<file path="src/hw/rtl/rel_pkg.sv">
// Shared types, constants and the quadrature transition table for the level and mute block.
package rel_pkg;

    // Channel count and derived widths.
    localparam int NUM_CHANNELS = 5;
    localparam int CH_IDX_W     = (NUM_CHANNELS > 1) ? $clog2(NUM_CHANNELS) : 1;

    // Payload field widths.
    localparam int CHAN_W  = 3;
    localparam int LEVEL_W = 10;
    localparam int DEB_W   = 8;
    localparam int DET_W   = 3;
    localparam int CFG_IDX_W  = 2;
    localparam int CFG_DATA_W = 10;

    // Configuration register indexes.
    localparam logic [CFG_IDX_W-1:0] CFG_LEVEL_STEP     = 2'd0;
    localparam logic [CFG_IDX_W-1:0] CFG_LEVEL_MAX      = 2'd1;
    localparam logic [CFG_IDX_W-1:0] CFG_DEBOUNCE_LIMIT = 2'd2;
    localparam logic [CFG_IDX_W-1:0] CFG_DETENT_COUNT   = 2'd3;

    // Configuration reset values.
    localparam logic [LEVEL_W-1:0] RST_LEVEL_STEP     = 10'd25;
    localparam logic [LEVEL_W-1:0] RST_LEVEL_MAX      = 10'd1000;
    localparam logic [DEB_W-1:0]   RST_DEBOUNCE_LIMIT = 8'd19;
    localparam logic [DET_W-1:0]   RST_DETENT_COUNT   = 3'd4;

    // Direction codes, two bits signed.
    localparam logic signed [1:0] DIR_NONE = 2'sb00;
    localparam logic signed [1:0] DIR_UP   = 2'sb01;
    localparam logic signed [1:0] DIR_DOWN = 2'sb11;

    // Phase pair with both pins idle high.
    localparam logic [1:0] PHASE_IDLE = 2'b11;

    // Configuration register set.
    typedef struct packed {
        logic [LEVEL_W-1:0] level_step;
        logic [LEVEL_W-1:0] level_max;
        logic [DEB_W-1:0]   debounce_limit;
        logic [DET_W-1:0]   detent_count;
    } t_cfg;

    // Per-channel state word held in the channel memory.
    typedef struct packed {
        logic [1:0]         last_phase;
        logic signed [3:0]  step_cnt;
        logic               btn_stable;
        logic               btn_last;
        logic [DEB_W-1:0]   hold_cnt;
        logic [LEVEL_W-1:0] level;
        logic               mute;
    } t_chan_state;

    localparam t_chan_state CHAN_STATE_RST = '{
        last_phase: PHASE_IDLE,
        step_cnt:   4'sd0,
        btn_stable: 1'b1,
        btn_last:   1'b1,
        hold_cnt:   '0,
        level:      '0,
        mute:       1'b0
    };

    // Events produced by one state update.
    typedef struct packed {
        logic signed [1:0] dir;
        logic              press;
    } t_upd_evt;

    // Quadrature transition table, indexed by {previous phase, current phase}.
    function automatic logic signed [1:0] quad_delta(input logic [3:0] idx);
        logic signed [1:0] d;
        unique case (idx)
            4'd1, 4'd7, 4'd8, 4'd14:  d = DIR_UP;
            4'd2, 4'd4, 4'd11, 4'd13: d = DIR_DOWN;
            default:                  d = DIR_NONE;
        endcase
        return d;
    endfunction

endpackage

</file>
<file path="src/hw/rtl/rel_if.sv">
// Handshake interfaces for the sample, result and configuration channels.
interface rel_smp_if;
    import rel_pkg::*;
    logic              valid;
    logic              ready;
    logic [CHAN_W-1:0] channel;
    logic              phase_a;
    logic              phase_b;
    logic              button_raw;

    modport source (output valid, channel, phase_a, phase_b, button_raw, input ready);
    modport sink   (input valid, channel, phase_a, phase_b, button_raw, output ready);
endinterface

interface rel_res_if;
    import rel_pkg::*;
    logic               valid;
    logic               ready;
    logic [CHAN_W-1:0]  channel_out;
    logic [LEVEL_W-1:0] level;
    logic               mute;
    logic signed [1:0]  detent_dir;
    logic               press_event;

    modport source (output valid, channel_out, level, mute, detent_dir, press_event,
                    input ready);
    modport sink   (input valid, channel_out, level, mute, detent_dir, press_event,
                    output ready);
endinterface

interface rel_cfg_if;
    import rel_pkg::*;
    logic                  valid;
    logic                  ready;
    logic [CFG_IDX_W-1:0]  index;
    logic [CFG_DATA_W-1:0] data;

    modport source (output valid, index, data, input ready);
    modport sink   (input valid, index, data, output ready);
endinterface

</file>
<file path="src/hw/rtl/rotary_encoder_level_and_mute.sv">
// Top level of the multi-channel rotary encoder level and mute controller.
// Takes one pin sample per clock cycle and returns one result per sample through the update
// stage and the result register in turn. Channel state sits in a small memory: the
// sample's entry is read at acceptance, updated in the following cycle and written back as
// the result is registered; a sample for the channel just written takes the new state from a
// forwarding register, so samples of one channel may follow each other in every cycle.
// The memory read is registered and followed by the update stage; throughput is one
// transaction per cycle, and a stalled result holds back new samples only once both the
// update stage and the result register are full. Samples with a channel number past the last
// channel change no state and report zero level, mute, direction and press. Configuration
// writes are always taken and should be made only while no sample is in flight.
module rotary_encoder_level_and_mute
    import rel_pkg::*;
(
    input  logic     i_clk,
    input  logic     i_rst_n,
    rel_smp_if.sink   i_smp,
    rel_res_if.source o_res,
    rel_cfg_if.sink   i_cfg
);

    t_cfg               r_cfg;
    logic               smp_acc;
    logic               smp_in_rng;
    logic               out_free;
    logic               s1_fire;
    logic               r_s1_vld;
    logic [CHAN_W-1:0]  r_s1_chan;
    logic               r_s1_in_rng;
    logic [1:0]         r_s1_phase;
    logic               r_s1_raw;
    t_chan_state        cur_state;
    t_chan_state        nxt_state;
    t_upd_evt           evt;
    logic               r_out_vld;
    logic [CHAN_W-1:0]  r_out_chan;
    logic [LEVEL_W-1:0] r_out_level;
    logic               r_out_mute;
    logic signed [1:0]  r_out_dir;
    logic               r_out_press;

    // Configuration registers.
    assign i_cfg.ready = 1'b1;

    always_ff @(posedge i_clk) begin
        if (!i_rst_n) begin
            r_cfg <= '{level_step:     RST_LEVEL_STEP,
                       level_max:      RST_LEVEL_MAX,
                       debounce_limit: RST_DEBOUNCE_LIMIT,
                       detent_count:   RST_DETENT_COUNT};
        end else if (i_cfg.valid) begin
            unique case (i_cfg.index)
                CFG_LEVEL_STEP:     r_cfg.level_step     <= i_cfg.data[LEVEL_W-1:0];
                CFG_LEVEL_MAX:      r_cfg.level_max      <= i_cfg.data[LEVEL_W-1:0];
                CFG_DEBOUNCE_LIMIT: r_cfg.debounce_limit <= i_cfg.data[DEB_W-1:0];
                CFG_DETENT_COUNT:   r_cfg.detent_count   <= i_cfg.data[DET_W-1:0];
                default: ;
            endcase
        end
    end

    // Pipeline flow control.
    assign out_free    = !r_out_vld || o_res.ready;
    assign s1_fire     = r_s1_vld && out_free;
    assign i_smp.ready = !r_s1_vld || out_free;
    assign smp_acc     = i_smp.valid && i_smp.ready;
    assign smp_in_rng  = int'(i_smp.channel) < NUM_CHANNELS;

    // Update stage: holds the transaction while its state word is read.
    always_ff @(posedge i_clk) begin
        if (!i_rst_n) begin
            r_s1_vld <= 1'b0;
        end else if (smp_acc) begin
            r_s1_vld <= 1'b1;
        end else if (s1_fire) begin
            r_s1_vld <= 1'b0;
        end
    end

    always_ff @(posedge i_clk) begin
        if (smp_acc) begin
            r_s1_chan   <= i_smp.channel;
            r_s1_in_rng <= smp_in_rng;
            r_s1_phase  <= {i_smp.phase_a, i_smp.phase_b};
            r_s1_raw    <= i_smp.button_raw;
        end
    end

    // Channel state memory.
    rel_chan_store u_store (
        .i_clk      (i_clk),
        .i_rst_n    (i_rst_n),
        .i_rd_en    (smp_acc && smp_in_rng),
        .i_rd_addr  (CH_IDX_W'(i_smp.channel)),
        .i_wr_en    (s1_fire && r_s1_in_rng),
        .i_wr_addr  (CH_IDX_W'(r_s1_chan)),
        .i_wr_data  (nxt_state),
        .o_rd_state (cur_state)
    );

    // State update.
    rel_update u_update (
        .i_cfg   (r_cfg),
        .i_cur   (cur_state),
        .i_phase (r_s1_phase),
        .i_raw   (r_s1_raw),
        .o_nxt   (nxt_state),
        .o_evt   (evt)
    );

    // Result register.
    always_ff @(posedge i_clk) begin
        if (!i_rst_n) begin
            r_out_vld <= 1'b0;
        end else if (s1_fire) begin
            r_out_vld <= 1'b1;
        end else if (o_res.ready) begin
            r_out_vld <= 1'b0;
        end
    end

    always_ff @(posedge i_clk) begin
        if (s1_fire) begin
            r_out_chan <= r_s1_chan;
            if (r_s1_in_rng) begin
                r_out_level <= nxt_state.level;
                r_out_mute  <= nxt_state.mute;
                r_out_dir   <= evt.dir;
                r_out_press <= evt.press;
            end else begin
                r_out_level <= '0;
                r_out_mute  <= 1'b0;
                r_out_dir   <= DIR_NONE;
                r_out_press <= 1'b0;
            end
        end
    end

    assign o_res.valid       = r_out_vld;
    assign o_res.channel_out = r_out_chan;
    assign o_res.level       = r_out_level;
    assign o_res.mute        = r_out_mute;
    assign o_res.detent_dir  = r_out_dir;
    assign o_res.press_event = r_out_press;

    // An out-of-range channel reports nothing but its number.
    a_out_of_range_zero: assert property (@(posedge i_clk) disable iff (!i_rst_n)
        (r_out_vld && int'(r_out_chan) >= NUM_CHANNELS) |->
            (r_out_level == '0 && !r_out_mute && r_out_dir == DIR_NONE && !r_out_press))
        else $error("out-of-range channel result carries state");

    // A press event always comes with a changed mute flag for that channel.
    a_press_toggles: assert property (@(posedge i_clk) disable iff (!i_rst_n)
        (s1_fire && r_s1_in_rng && evt.press) |-> (nxt_state.mute != cur_state.mute))
        else $error("press did not toggle mute");

    // An update-stage transaction blocked by a full result register stays put.
    a_stage_holds: assert property (@(posedge i_clk) disable iff (!i_rst_n)
        (r_s1_vld && !out_free) |=> (r_s1_vld && $stable(r_s1_chan)))
        else $error("update stage lost a stalled transaction");

    // The direction code never takes the unused value.
    a_dir_code: assert property (@(posedge i_clk) disable iff (!i_rst_n)
        r_out_vld |-> (r_out_dir == DIR_NONE || r_out_dir == DIR_UP || r_out_dir == DIR_DOWN))
        else $error("invalid detent direction code");

endmodule

</file>
<file path="src/hw/rtl/rel_chan_store.sv">
// Per-channel state memory with reset-valid bits and same-entry write forwarding.
module rel_chan_store
    import rel_pkg::*;
(
    input  logic                i_clk,
    input  logic                i_rst_n,
    input  logic                i_rd_en,
    input  logic [CH_IDX_W-1:0] i_rd_addr,
    input  logic                i_wr_en,
    input  logic [CH_IDX_W-1:0] i_wr_addr,
    input  t_chan_state         i_wr_data,
    output t_chan_state         o_rd_state
);

    t_chan_state             mem [NUM_CHANNELS];
    logic [NUM_CHANNELS-1:0] r_valid;
    t_chan_state             r_rd_data;
    logic                    r_rd_vld;
    logic                    r_fwd_hit;
    t_chan_state             r_fwd_data;

    // Memory array: one write port and one registered read port.
    always_ff @(posedge i_clk) begin
        if (i_wr_en) begin
            mem[i_wr_addr] <= i_wr_data;
        end
        if (i_rd_en) begin
            r_rd_data <= mem[i_rd_addr];
        end
    end

    // Entry valid bits; an entry never written reads as the reset state.
    always_ff @(posedge i_clk) begin
        if (!i_rst_n) begin
            r_valid  <= '0;
            r_rd_vld <= 1'b0;
        end else begin
            if (i_wr_en) begin
                r_valid[i_wr_addr] <= 1'b1;
            end
            if (i_rd_en) begin
                r_rd_vld <= r_valid[i_rd_addr];
            end
        end
    end

    // A read that meets a write to the same entry takes the written word.
    always_ff @(posedge i_clk) begin
        if (!i_rst_n) begin
            r_fwd_hit <= 1'b0;
        end else if (i_rd_en) begin
            r_fwd_hit <= i_wr_en && (i_wr_addr == i_rd_addr);
        end
    end

    always_ff @(posedge i_clk) begin
        if (i_rd_en) begin
            r_fwd_data <= i_wr_data;
        end
    end

    always_comb begin
        priority if (r_fwd_hit) begin
            o_rd_state = r_fwd_data;
        end else if (r_rd_vld) begin
            o_rd_state = r_rd_data;
        end else begin
            o_rd_state = CHAN_STATE_RST;
        end
    end

endmodule

</file>
<file path="src/hw/rtl/rel_update.sv">
// Next-state logic for one channel: quadrature count, level clamp, debounce and mute.
module rel_update
    import rel_pkg::*;
(
    input  t_cfg        i_cfg,
    input  t_chan_state i_cur,
    input  logic [1:0]  i_phase,
    input  logic        i_raw,
    output t_chan_state o_nxt,
    output t_upd_evt    o_evt
);

    logic signed [1:0]  delta;
    logic signed [4:0]  cnt;
    logic signed [4:0]  lim;
    logic               detent;
    logic signed [11:0] lv;
    logic signed [11:0] lv_max;

    always_comb begin
        o_nxt = i_cur;
        o_evt = '{dir: DIR_NONE, press: 1'b0};

        // Quadrature step count; a detent count of zero acts as one.
        delta = quad_delta({i_cur.last_phase, i_phase});
        cnt   = {i_cur.step_cnt[3], i_cur.step_cnt} + {{3{delta[1]}}, delta};
        lim   = (i_cfg.detent_count == '0) ? 5'sd1 : {2'b00, i_cfg.detent_count};
        detent = (cnt >= lim) || (cnt <= -lim);
        o_nxt.last_phase = i_phase;
        if (detent) begin
            o_nxt.step_cnt = 4'sd0;
            o_evt.dir      = (cnt > 5'sd0) ? DIR_UP : DIR_DOWN;
        end else begin
            o_nxt.step_cnt = cnt[3:0];
        end

        // Level moves one step per detent, clamped to zero and then to the maximum.
        lv_max = {2'b00, i_cfg.level_max};
        if (cnt > 5'sd0) begin
            lv = {2'b00, i_cur.level} + {2'b00, i_cfg.level_step};
        end else begin
            lv = {2'b00, i_cur.level} - {2'b00, i_cfg.level_step};
        end
        if (lv < 12'sd0) begin
            lv = 12'sd0;
        end
        if (lv > lv_max) begin
            lv = lv_max;
        end
        if (detent) begin
            o_nxt.level = lv[LEVEL_W-1:0];
        end

        // Button debounce; the hold count saturates at the limit.
        priority if (i_raw != i_cur.btn_last) begin
            o_nxt.btn_last = i_raw;
            o_nxt.hold_cnt = '0;
        end else if (i_cur.hold_cnt < i_cfg.debounce_limit) begin
            o_nxt.hold_cnt = i_cur.hold_cnt + 8'd1;
        end else begin
            o_nxt.hold_cnt = i_cfg.debounce_limit;
            if (i_raw != i_cur.btn_stable) begin
                o_nxt.btn_stable = i_raw;
                o_evt.press      = !i_raw;
            end
        end

        // A debounced press toggles the mute flag.
        if (o_evt.press) begin
            o_nxt.mute = !i_cur.mute;
        end
    end

endmodule

</file>
<file path="src/flat_wrapper.sv">
// flat-port wrapper written by rule: the top's interface ports become plain ports
module rotary_encoder_level_and_mute_flat import rel_pkg::*;
  (i_clk, i_rst_n, i_smp_valid, i_smp_channel, i_smp_phase_a, i_smp_phase_b, i_smp_button_raw, i_smp_ready, o_res_valid, o_res_channel_out, o_res_level, o_res_mute, o_res_detent_dir, o_res_press_event, o_res_ready, i_cfg_valid, i_cfg_index, i_cfg_data, i_cfg_ready);
  rel_smp_if i_smp_i ();
  rel_res_if o_res_i ();
  rel_cfg_if i_cfg_i ();
  input  logic i_clk;
  input  logic i_rst_n;
  input wire logic [$bits(i_smp_i.valid)-1:0] i_smp_valid;
  input wire logic [$bits(i_smp_i.channel)-1:0] i_smp_channel;
  input wire logic [$bits(i_smp_i.phase_a)-1:0] i_smp_phase_a;
  input wire logic [$bits(i_smp_i.phase_b)-1:0] i_smp_phase_b;
  input wire logic [$bits(i_smp_i.button_raw)-1:0] i_smp_button_raw;
  output wire logic [$bits(i_smp_i.ready)-1:0] i_smp_ready;
  output wire logic [$bits(o_res_i.valid)-1:0] o_res_valid;
  output wire logic [$bits(o_res_i.channel_out)-1:0] o_res_channel_out;
  output wire logic [$bits(o_res_i.level)-1:0] o_res_level;
  output wire logic [$bits(o_res_i.mute)-1:0] o_res_mute;
  output wire logic [$bits(o_res_i.detent_dir)-1:0] o_res_detent_dir;
  output wire logic [$bits(o_res_i.press_event)-1:0] o_res_press_event;
  input wire logic [$bits(o_res_i.ready)-1:0] o_res_ready;
  input wire logic [$bits(i_cfg_i.valid)-1:0] i_cfg_valid;
  input wire logic [$bits(i_cfg_i.index)-1:0] i_cfg_index;
  input wire logic [$bits(i_cfg_i.data)-1:0] i_cfg_data;
  output wire logic [$bits(i_cfg_i.ready)-1:0] i_cfg_ready;
  assign i_smp_i.valid = i_smp_valid;
  assign i_smp_i.channel = i_smp_channel;
  assign i_smp_i.phase_a = i_smp_phase_a;
  assign i_smp_i.phase_b = i_smp_phase_b;
  assign i_smp_i.button_raw = i_smp_button_raw;
  assign i_smp_ready = i_smp_i.ready;
  assign o_res_valid = o_res_i.valid;
  assign o_res_channel_out = o_res_i.channel_out;
  assign o_res_level = o_res_i.level;
  assign o_res_mute = o_res_i.mute;
  assign o_res_detent_dir = o_res_i.detent_dir;
  assign o_res_press_event = o_res_i.press_event;
  assign o_res_i.ready = o_res_ready;
  assign i_cfg_i.valid = i_cfg_valid;
  assign i_cfg_i.index = i_cfg_index;
  assign i_cfg_i.data = i_cfg_data;
  assign i_cfg_ready = i_cfg_i.ready;
  rotary_encoder_level_and_mute u_core (.i_clk(i_clk), .i_rst_n(i_rst_n), .i_smp(i_smp_i), .o_res(o_res_i), .i_cfg(i_cfg_i));
endmodule
</file>
<file path="config.mk">
export PLATFORM = sky130hd
export DESIGN_NAME = rotary_encoder_level_and_mute_flat
export DESIGN_NICKNAME = d
export VERILOG_FILES = /design/src/hw/rtl/rel_pkg.sv /design/src/hw/rtl/rel_if.sv /design/src/hw/rtl/rotary_encoder_level_and_mute.sv /design/src/hw/rtl/rel_chan_store.sv /design/src/hw/rtl/rel_update.sv /design/src/flat_wrapper.sv
export SDC_FILE = /design/constraint.sdc
export NUM_CORES = 1
export LEC_CHECK = 0
export ABC_AREA = 1
export BUFFER_PORTS_ARGS = -buffer_cell sky130_fd_sc_hd__buf_4
export CAP_MARGIN = 20
export CORE_ASPECT_RATIO = 0.7
export CORE_MARGIN = 4
export CORE_UTILIZATION = 41
export CTS_BUF_LIST = sky130_fd_sc_hd__clkbuf_8
export DETAILED_ROUTE_END_ITERATION = 8
export GPL_TIMING_DRIVEN = 0
export PLACE_DENSITY = 0.64
export SKIP_CTS_REPAIR_TIMING = 1
export SYNTH_ARGS = -nofsm -noshare
export SYNTH_HDL_FRONTEND = slang
export SYNTH_SLANG_ARGS = --single-unit
</file>
<file path="constraint.sdc">
create_clock -name i_clk -period 4.6 [get_ports i_clk]
set_input_delay 0.23 -clock i_clk [delete_from_list [all_inputs] [get_ports i_clk]]
set_output_delay 0.23 -clock i_clk [all_outputs]
set_load 0.01 [all_outputs]
</file>
==> results of run 1 <==
## flip-flops by register name (all words and copies together) (netlist names), 2 cells and up
name                       count
u_core.u_store.mem           135
u_core.o_res.channel_out       3
u_core.r_s1_phase              2
u_core.u_store.r_fwd_data     27
u_core.o_res.detent_dir        2
u_core.u_store.r_rd_data      27
u_core.u_store.r_valid         5
u_core.o_res.level            10
u_core.r_s1_chan               3
u_core.r_cfg                  31
## per-layer routing
metal  up-vias  track usage (%)  wire [um]
met1      4175             30.7      15300
met4         0             3.83        388
met2       361             26.0      12500
met5         -                0          0
met3        39             3.62       2760
li1       4256                -          -
## logic make-up after synthesis
kind of cell	synth area share [%]
AOI/OAI and AO/OA	11.8
buffers and inverters	5.49
adders and majority gates	6.86
DFF	59.6
other	0.0622
xor gates and xnor gates	2.11
and+or+nand+nor	14.1
## power groups by stage
stage / Clock, mW / Sequential [mW] / Combinational, mW
global route: 2.02 / 2.79 / 1.69
global placement: 0 / 2.83 / 1.20
CTS: 1.90 / 2.78 / 1.23
finish: 1.86 / 2.79 / 1.54
detailed placement: 0 / 2.83 / 1.23
floorplan: 0 / 2.83 / 0.822
## final timing paths
check / end / slack (ns) / cells past startpoint
worst min-delay path: u_core.r_cfg[6] / 0.06 / 3
worst min register to register: u_core.r_cfg[11] / 0.47 / 2
worst max-delay path: u_core.o_res.level[3] / -0.29 / 31
worst max register to register: u_core.o_res.level[3] / -0.29 / 31
## worst max-delay path, delay by kind of cell (launching register included)
| family | cells | cell delay (ns) |
|---|---|---|
| compound gates | 11 | 1.84 |
| simple gates | 12 | 1.15 |
| fa+ha+maj | 3 | 0.83 |
| buf+inv | 5 | 0.53 |
| flops | 1 | 0.34 |
## through the flow
step / power, mW / hold slack [ns]
after floorplan: 3.65 / 0.329
after global placement: 4.04 / 0.410
after detailed placement: 4.06 / 0.410
after CTS: 5.92 / -0.186
after global routing: 6.51 / 0.0266
final: 6.18 / 0.0558
## cell usage in the layout, fill, tap and decap left out, drive strengths merged, types with 5 or more instances in the layout
master	instances
clkbuf	68
a21oi	68
dfxtp	40
edfxtp	213
clkinv	12
a31oi	28
nand3	57
a22o	16
o211ai	12
nor4	5
dlygate4sd3	18
o21bai	5
nand2	132
buf	97
a211oi	5
xor2	18
nor3	8
ha	63
nor2	177
xnor2	9
nand4	5
a22oi	6
inv	136
o21ai	92
## final cells by class
cell class	instances	area share, %
Clock inverter	29	1.07
Timing Repair Buffer	96	5.55
Sequential cell	253	49.6
Antenna cell	1	0.0172
Inverter	122	3.24
Clock buffer	45	4.27
Multi-Input combinational cell	725	31.3
Tap cell	378	3.26
Buffer	42	1.67
==> impl_results.md, run 1 <==
- Status: finished, violations left
- Failing checks: setup timing
- Sequential share of power: between 40% and 50%
- Clk sink count: 253
- Worst Slack Setup Final: -0.290 ns
- Initial antenna violation count: 0
- Synth top area cells: edfxtp_1 (53%), dfxtp_1 (6.6%), ha_1 (6.5%)
- Least-Margin Pin Slew: 0.997 ns
- Final std cells w/o fill: 1691
- Max-slew violation count: 0
- Global Route Usage Sum: 18.9%
- Slew HR: approximately a third
- Switching power: a little under 2 mW
- CP Max Fanout: 8
- Fin crit period: 4.89 ns
- Final core utilization: 50.1%
- Clock share of power: around 30%
- Gate Count Post-Synth: 1143
- Die Wd: 213 um
- Layout area overhead: 20.2%
- Post-synthesis sequential area ratio: 59.6%
- Pwr Density: 426 nW/um^2
- First-pass GRT wire length: 46.6 mm
- Final instance area: between 10000 and 15000 um^2
- Setup crit start kind: register
- Max-cap violations: 0
- Synthesized cell area: approximately 12000 um^2
- Routed len/inst: roughly 18 um
- PortBufs: just over 40
- Post-DRT Antenna Nets: 0
- Drt drc: 0
- Gpl congestion: slightly above 0.9
- RSZ-0062 raised after global routing: yes
- Starting Density: 41.7%
- Routed WL: 31.0 mm
- Setup Slack @ Placement: -1.30 ns
- Multi-input combinational cell area: 4550 um^2
- Sw frac: 31.3%
- Yosys cell types: just over 50
- Vias in the first global route: 8043
- CTS root buf: clkbuf_8
- Max Freq: ~200 MHz
- Register area: 7200 um^2
- Most common cell in the netlist: edfxtp_1
- Mapped Nets: between 1000 and 1500
- Largest net degree at the start of global routing: 33
- DIE AREA: 32300 um^2
- Synth top area share: approximately 53%
- H-tree levels: 2
- Via count: 8831
- Worst min-delay path category: in -> reg
- CP max-delay cell: fa_2
- Filler cells: 2574
- Synthesized area per cell: 10.6 um^2
- CP arrival: 5.27 ns
- Overflow left after global routing: 0
- Setup violations, final: 70
- Post-DR vias/cell: 5.22
- Total CTS buffers: 40
- YS warnings: 0
- Number of synthesized register bits: 253
- Critical Path RT: 4.98 ns
- IR drop worst, VDD: 0.225 mV
- Crit-path max cell delay: 0.37 ns
- EDFF count, synth: 213
- Setup_tns: -10.94 ns
- Cell-internal power: ~4.2 mW
- Crit path kind: reg -> reg
- Post-DP Area: between 10000 and 15000 um^2
- Critical path origin: u_core.u_store.r_fwd_hit
- Post-DP HPWL: 22.1 mm
- Total core area: 29000 um^2
- Clock tree from TritonCTS: yes
- Worst skew pair latency: 0.55 ns
- HP Start: i_rst_n
- Skew final: 0.0168 ns
- Rows: 52
- Die height: between 150 and 200 um
- Leading area contributor after synthesis: edfxtp_1
- Layout cells sized above 1: 18.8%
- Prevailing post-synth register cell: edfxtp_1
- Period utilization: 106%
- LEAKAGE: 5.79 nW
- Final nets: 1368
- Post-synth ARST share: 0%
- Clk buf depth: 3
- Number of DRC markers in iteration 0: around 1000
- Hold Vio Cnt, Final: 0
- Pre-Repair DR Iteration Count: 7
- Combinational fraction of design power: 24.8%
- Placed instance count: 1580
- R2R Path Start: u_core.u_store.r_fwd_hit
- Top cells by count, synth: edfxtp_1 (213), nor2_1 (175), nand2_1 (121)
- Ports: 43
- Crit. End Element: register
- Clock Pin Slew Worst Setup and Hold Paths: 0.06 ns
Note: power is estimated with default switching activity, not from simulation.
==> run 2, diff against run 1 <==
- ABC_AREA: 1 -> 0
==> run 2 against run 1 <==
Net effect:
- the flow still finishes with violations (setup timing)
- combinational power fell by 37%
- final cell count down 15%
- global-route usage down 1.2 points
- non-clock buffer count shrank 8
- area after synthesis about the same
- highest routed layer unchanged
==> impl_results.md, run 2 <==
- Fin crit period: 5.49 ns (+0.598 ns)
- Gate Count Post-Synth: 898 (-21%)
- # diodes: 0 (-1)
- CP Cell Sequence: or3b_4, and3_4, a211oi_4, nor2_4, xnor2_2, ha_2, a31oi_4, a21oi_2, or4b_4, o31a_1, buf_6, o311ai_4, o31a_1, ha_4, o21ai_1, a21oi_1, o21bai_1, a21oi_4, nor2_4, nand3_1, o211ai_1
- Post-DRT Antenna Nets: 0 (unchanged)
- PortBufs: 40 (-2.4%)
- Met2 track demand over resource: 26.7% (+0.60 points)
- Busiest grt layer: met1
- Clk sink count: 253 (unchanged)
- Crit. End Element: register
- EDFF count, synth: 213 (unchanged)
- H-tree levels: 2 (unchanged)
- Worst min-delay path category: in -> reg
- Largest register by flop count: u_core.u_store.mem
- LEAKAGE: 5.54 nW (-4.3%)
- Critical Path RT: 4.92 ns (-0.06 ns)
- Clock Pin Slew Worst Setup and Hold Paths: 0.06 ns (about the same)
- Synthesized cell area: 12100 um^2 (about the same)
- Final std cells w/o fill: 1442 (-15%)
- Worst skew pair latency: 0.54 ns (about the same)
- Overflow left after global routing: 0 (unchanged)
- Prevailing post-synth register cell: edfxtp_1
- Starting Density: 41.7% (about the same)
- CP max-delay cell: or4b_4
- Most common cell in the netlist: edfxtp_1
- Crit-path max cell delay: 0.55 ns (+0.18 ns)
- GR Util met3: 3.31% (-0.31 points)
- Least-Margin Pin Slew: 0.954 ns (-0.0422 ns)
- Gpl congestion: 0.902 (-1.0%)
- Slew HR: 36.4% (+3.4 points)
- Crit path kind: reg -> reg
- Yosys cell types: 76 (+49%)
- Failing checks: setup timing
- Commonest non-fill, non-tap cells in the layout: edfxtp_1 (213), nand2_1 (71), inv_1 (71)
- YS warnings: 0 (unchanged)
- Most common cell after layout, fill and taps aside: edfxtp_1
- Global Route Usage Sum: 17.8% (-1.2 points)
- Pre-Repair DR Iteration Count: 5 (-2)
- Placed instance count: 1324 (-16%)
- Final nets: 1122 (-18%)
- First-pass GRT wire length: 43.6 mm (-6.4%)
- Synthesized area per cell: 13.4 um^2 (+27%)
- Setup crit start kind: register
- CTS root buf: clkbuf_8
- Final core utilization: 51.2% (+1.1 points)
- Ports: 43 (unchanged)
- Leading area contributor after synthesis: edfxtp_1
- Mapped Nets: 986 (-20%)
- Clk buf depth: 3 (unchanged)
- Max reg flops: 135 (unchanged)
- Setup violations, final: 70 (unchanged)
- Initial antenna violation count: 0 (unchanged)
- Routed WL: 29.4 mm (-5.1%)
- Total CTS buffers: 40 (unchanged)
- Pwr Density: 373 nW/um^2 (-12%)
- Post-synth ARST share: 0% (unchanged)
- Layout area overhead: 22.9%
- GR Layer Usage met1: 26.9% (-3.8 points)
- Period utilization: 119% (+13 points)
- Synth top area cells: edfxtp_1 (53%), dfxtp_1 (6.6%), ha_1 (6.5%)
- Layout cells sized above 1: 27.2% (+8.3 points)
- Hold Vio Cnt, Final: 0 (unchanged)
- Rows: 52 (unchanged)
- Post-DR vias/cell: 5.39 (+3.2%)
- Crit path max-delay family: compound AO/OA/AOI/OAI gates
- Post-DP HPWL: 20.2 mm (-8.4%)
- Skew final: 0.0293 ns (+0.0126 ns)
- Synth top area share: 53.0% (about the same)
- Top cells by count, synth: edfxtp_1 (213), nand2_1 (72), ha_1 (63)
- Hold WS: 0.0527 ns (-0.00307 ns)
- Tot Pwr: 5.53 mW (-11%)
- Largest net degree at the start of global routing: 59 (+79%)
- Die Wd: 213 um (about the same)
- Max-cap violations: 0 (unchanged)
- CP arrival: 5.80 ns (+0.53 ns)
- Setup_tns: -57.05 ns (-46.11 ns)
- Clock tree from TritonCTS: yes
- Die height: 152 um (about the same)
- Total core area: 29000 um^2 (unchanged)
- Post-synthesis sequential area ratio: 59.6% (about the same)
- CP Max Fanout: 7 (-1)
- Drt drc: 0 (unchanged)
- Worst Slack Setup Final: -0.889 ns (-0.598 ns)
- Routed len/inst: 20.4 um (+11%)
- IR drop worst, VDD: 0.214 mV (-5.1%)
- Max Freq: 182 MHz (-11%)
- Largest regs: u_core.u_store.mem: 135 flops, u_core.r_cfg: 31 flops
- CP Buf/Inv Count: 1 (-4)
- DIE AREA: 32300 um^2 (about the same)
- Number of synthesized register bits: 253 (unchanged)
- Via count: 7773 (-12%)
- Vias in the first global route: 7436 (-7.5%)
- Status: finished, violations left
- RSZ-0062 raised after global routing: yes
- Max-slew violation count: 0 (unchanged)
- Number of DRC markers in iteration 0: 709 (-30%)
==> run 2: cell types whose count changed in the layout (fill, tap and decap cells not counted), moves of 15 or more <==
| cell | previous run | this run |
|---|---|---|
| a21boi_0 | 0 | 17 |
| a21oi_1 | 56 | 23 |
| a31oi_1 | 28 | 4 |
| inv_1 | 119 | 71 |
| mux2_2 | 0 | 28 |
| mux4_2 | 0 | 28 |
| nand2_1 | 105 | 71 |
| nand2_4 | 16 | 0 |
| nand3_1 | 38 | 15 |
| nand3_2 | 16 | 1 |
| nor2_1 | 173 | 38 |
| o21ai_0 | 88 | 14 |
| xor2_1 | 18 | 3 |
==> run 2: cells by family (layout without fill, tap and decap cells) <==
kind of cell / count (synthesis) / count (layout) / synth area share [%]
AOI/OAI and AO/OA: 182 / 182 / 11.1
xor gates and xnor gates: 23 / 23 / 1.67
adders and majority gates: 65 / 65 / 6.87
buffers and inverters: 93 / 259 / 2.97
DFF: 253 / 253 / 59.6
muxes: 69 / 69 / 8.96
other: 2 / 2 / 0.0622
and+or+nand+nor: 211 / 211 / 8.71
==> run 2: cell type report <==
cell class / instances / area (um^2)
Tap cell: 378 / 473
Fill cell: 2453 / 14100
Multi-Input combinational cell: 552 / 5100
Buffer: 35 / 189
Inverter: 57 / 219
Sequential cell: 253 / 7200
Timing Repair Buffer: 95 / 852
Clock inverter: 23 / 118
Clock buffer: 49 / 674
==> run 2: per-stage QoR <==
stage	worst slack [ns]	cell area, um^2
finish	-0.889	14800
global route	-1.06	14800
CTS	-2.37	13900
detailed placement	-2.29	13100
global placement	-2.27	12900
floorplan	-0.492	12100
==> run 2: worst reg2reg max path, stage by stage, from the launching register on <==
cell and delay [ns]:
edfxtp_1 0.40, or3b_4 0.43, and3_4 0.21, a211oi_4 0.27, nor2_4 0.10, xnor2_2 0.15, ha_2 0.24, a31oi_4 0.18
a21oi_2 0.06, or4b_4 0.55, o31a_1 0.33, buf_6 0.18, o311ai_4 0.30, o31a_1 0.22, ha_4 0.21, o21ai_1 0.11
a21oi_1 0.06, o21bai_1 0.24, a21oi_4 0.15, nor2_4 0.33, nand3_1 0.19, o211ai_1 0.38
==> run 2: power by group <==
group | switching (mW) | internal [mW] | leakage (nW)
Sequential | 0.0371 | 2.64 | 2.31
Clock | 0.865 | 1.02 | 0.478
Combinational | 0.571 | 0.406 | 2.75
==> run 2: layer usage <==
metal  wire [um]  part of all wire [%]  up-vias
met2       13200                    45      203
met1       14000                    48     3858
met5           0                     0        -
met4         476                   1.6        0
li1            -                     -     3669
met3        1710                   5.8       43
==> run 2: path summary, 6_finish.rpt <==
| check | startpoint | endpoint | slack, ns | depth (start not counted) |
|---|---|---|---|---|
| worst max-delay path | u_core.u_store.r_rd_data[26] | u_core.o_res.level[3] | -0.89 | 21 |
| worst min register to register | u_core.r_cfg[13] | u_core.r_cfg[13] | 0.46 | 2 |
| worst max register to register | u_core.u_store.r_rd_data[26] | u_core.o_res.level[3] | -0.89 | 21 |
| worst min-delay path | i_cfg_index[0] | u_core.r_cfg[6] | 0.05 | 4 |
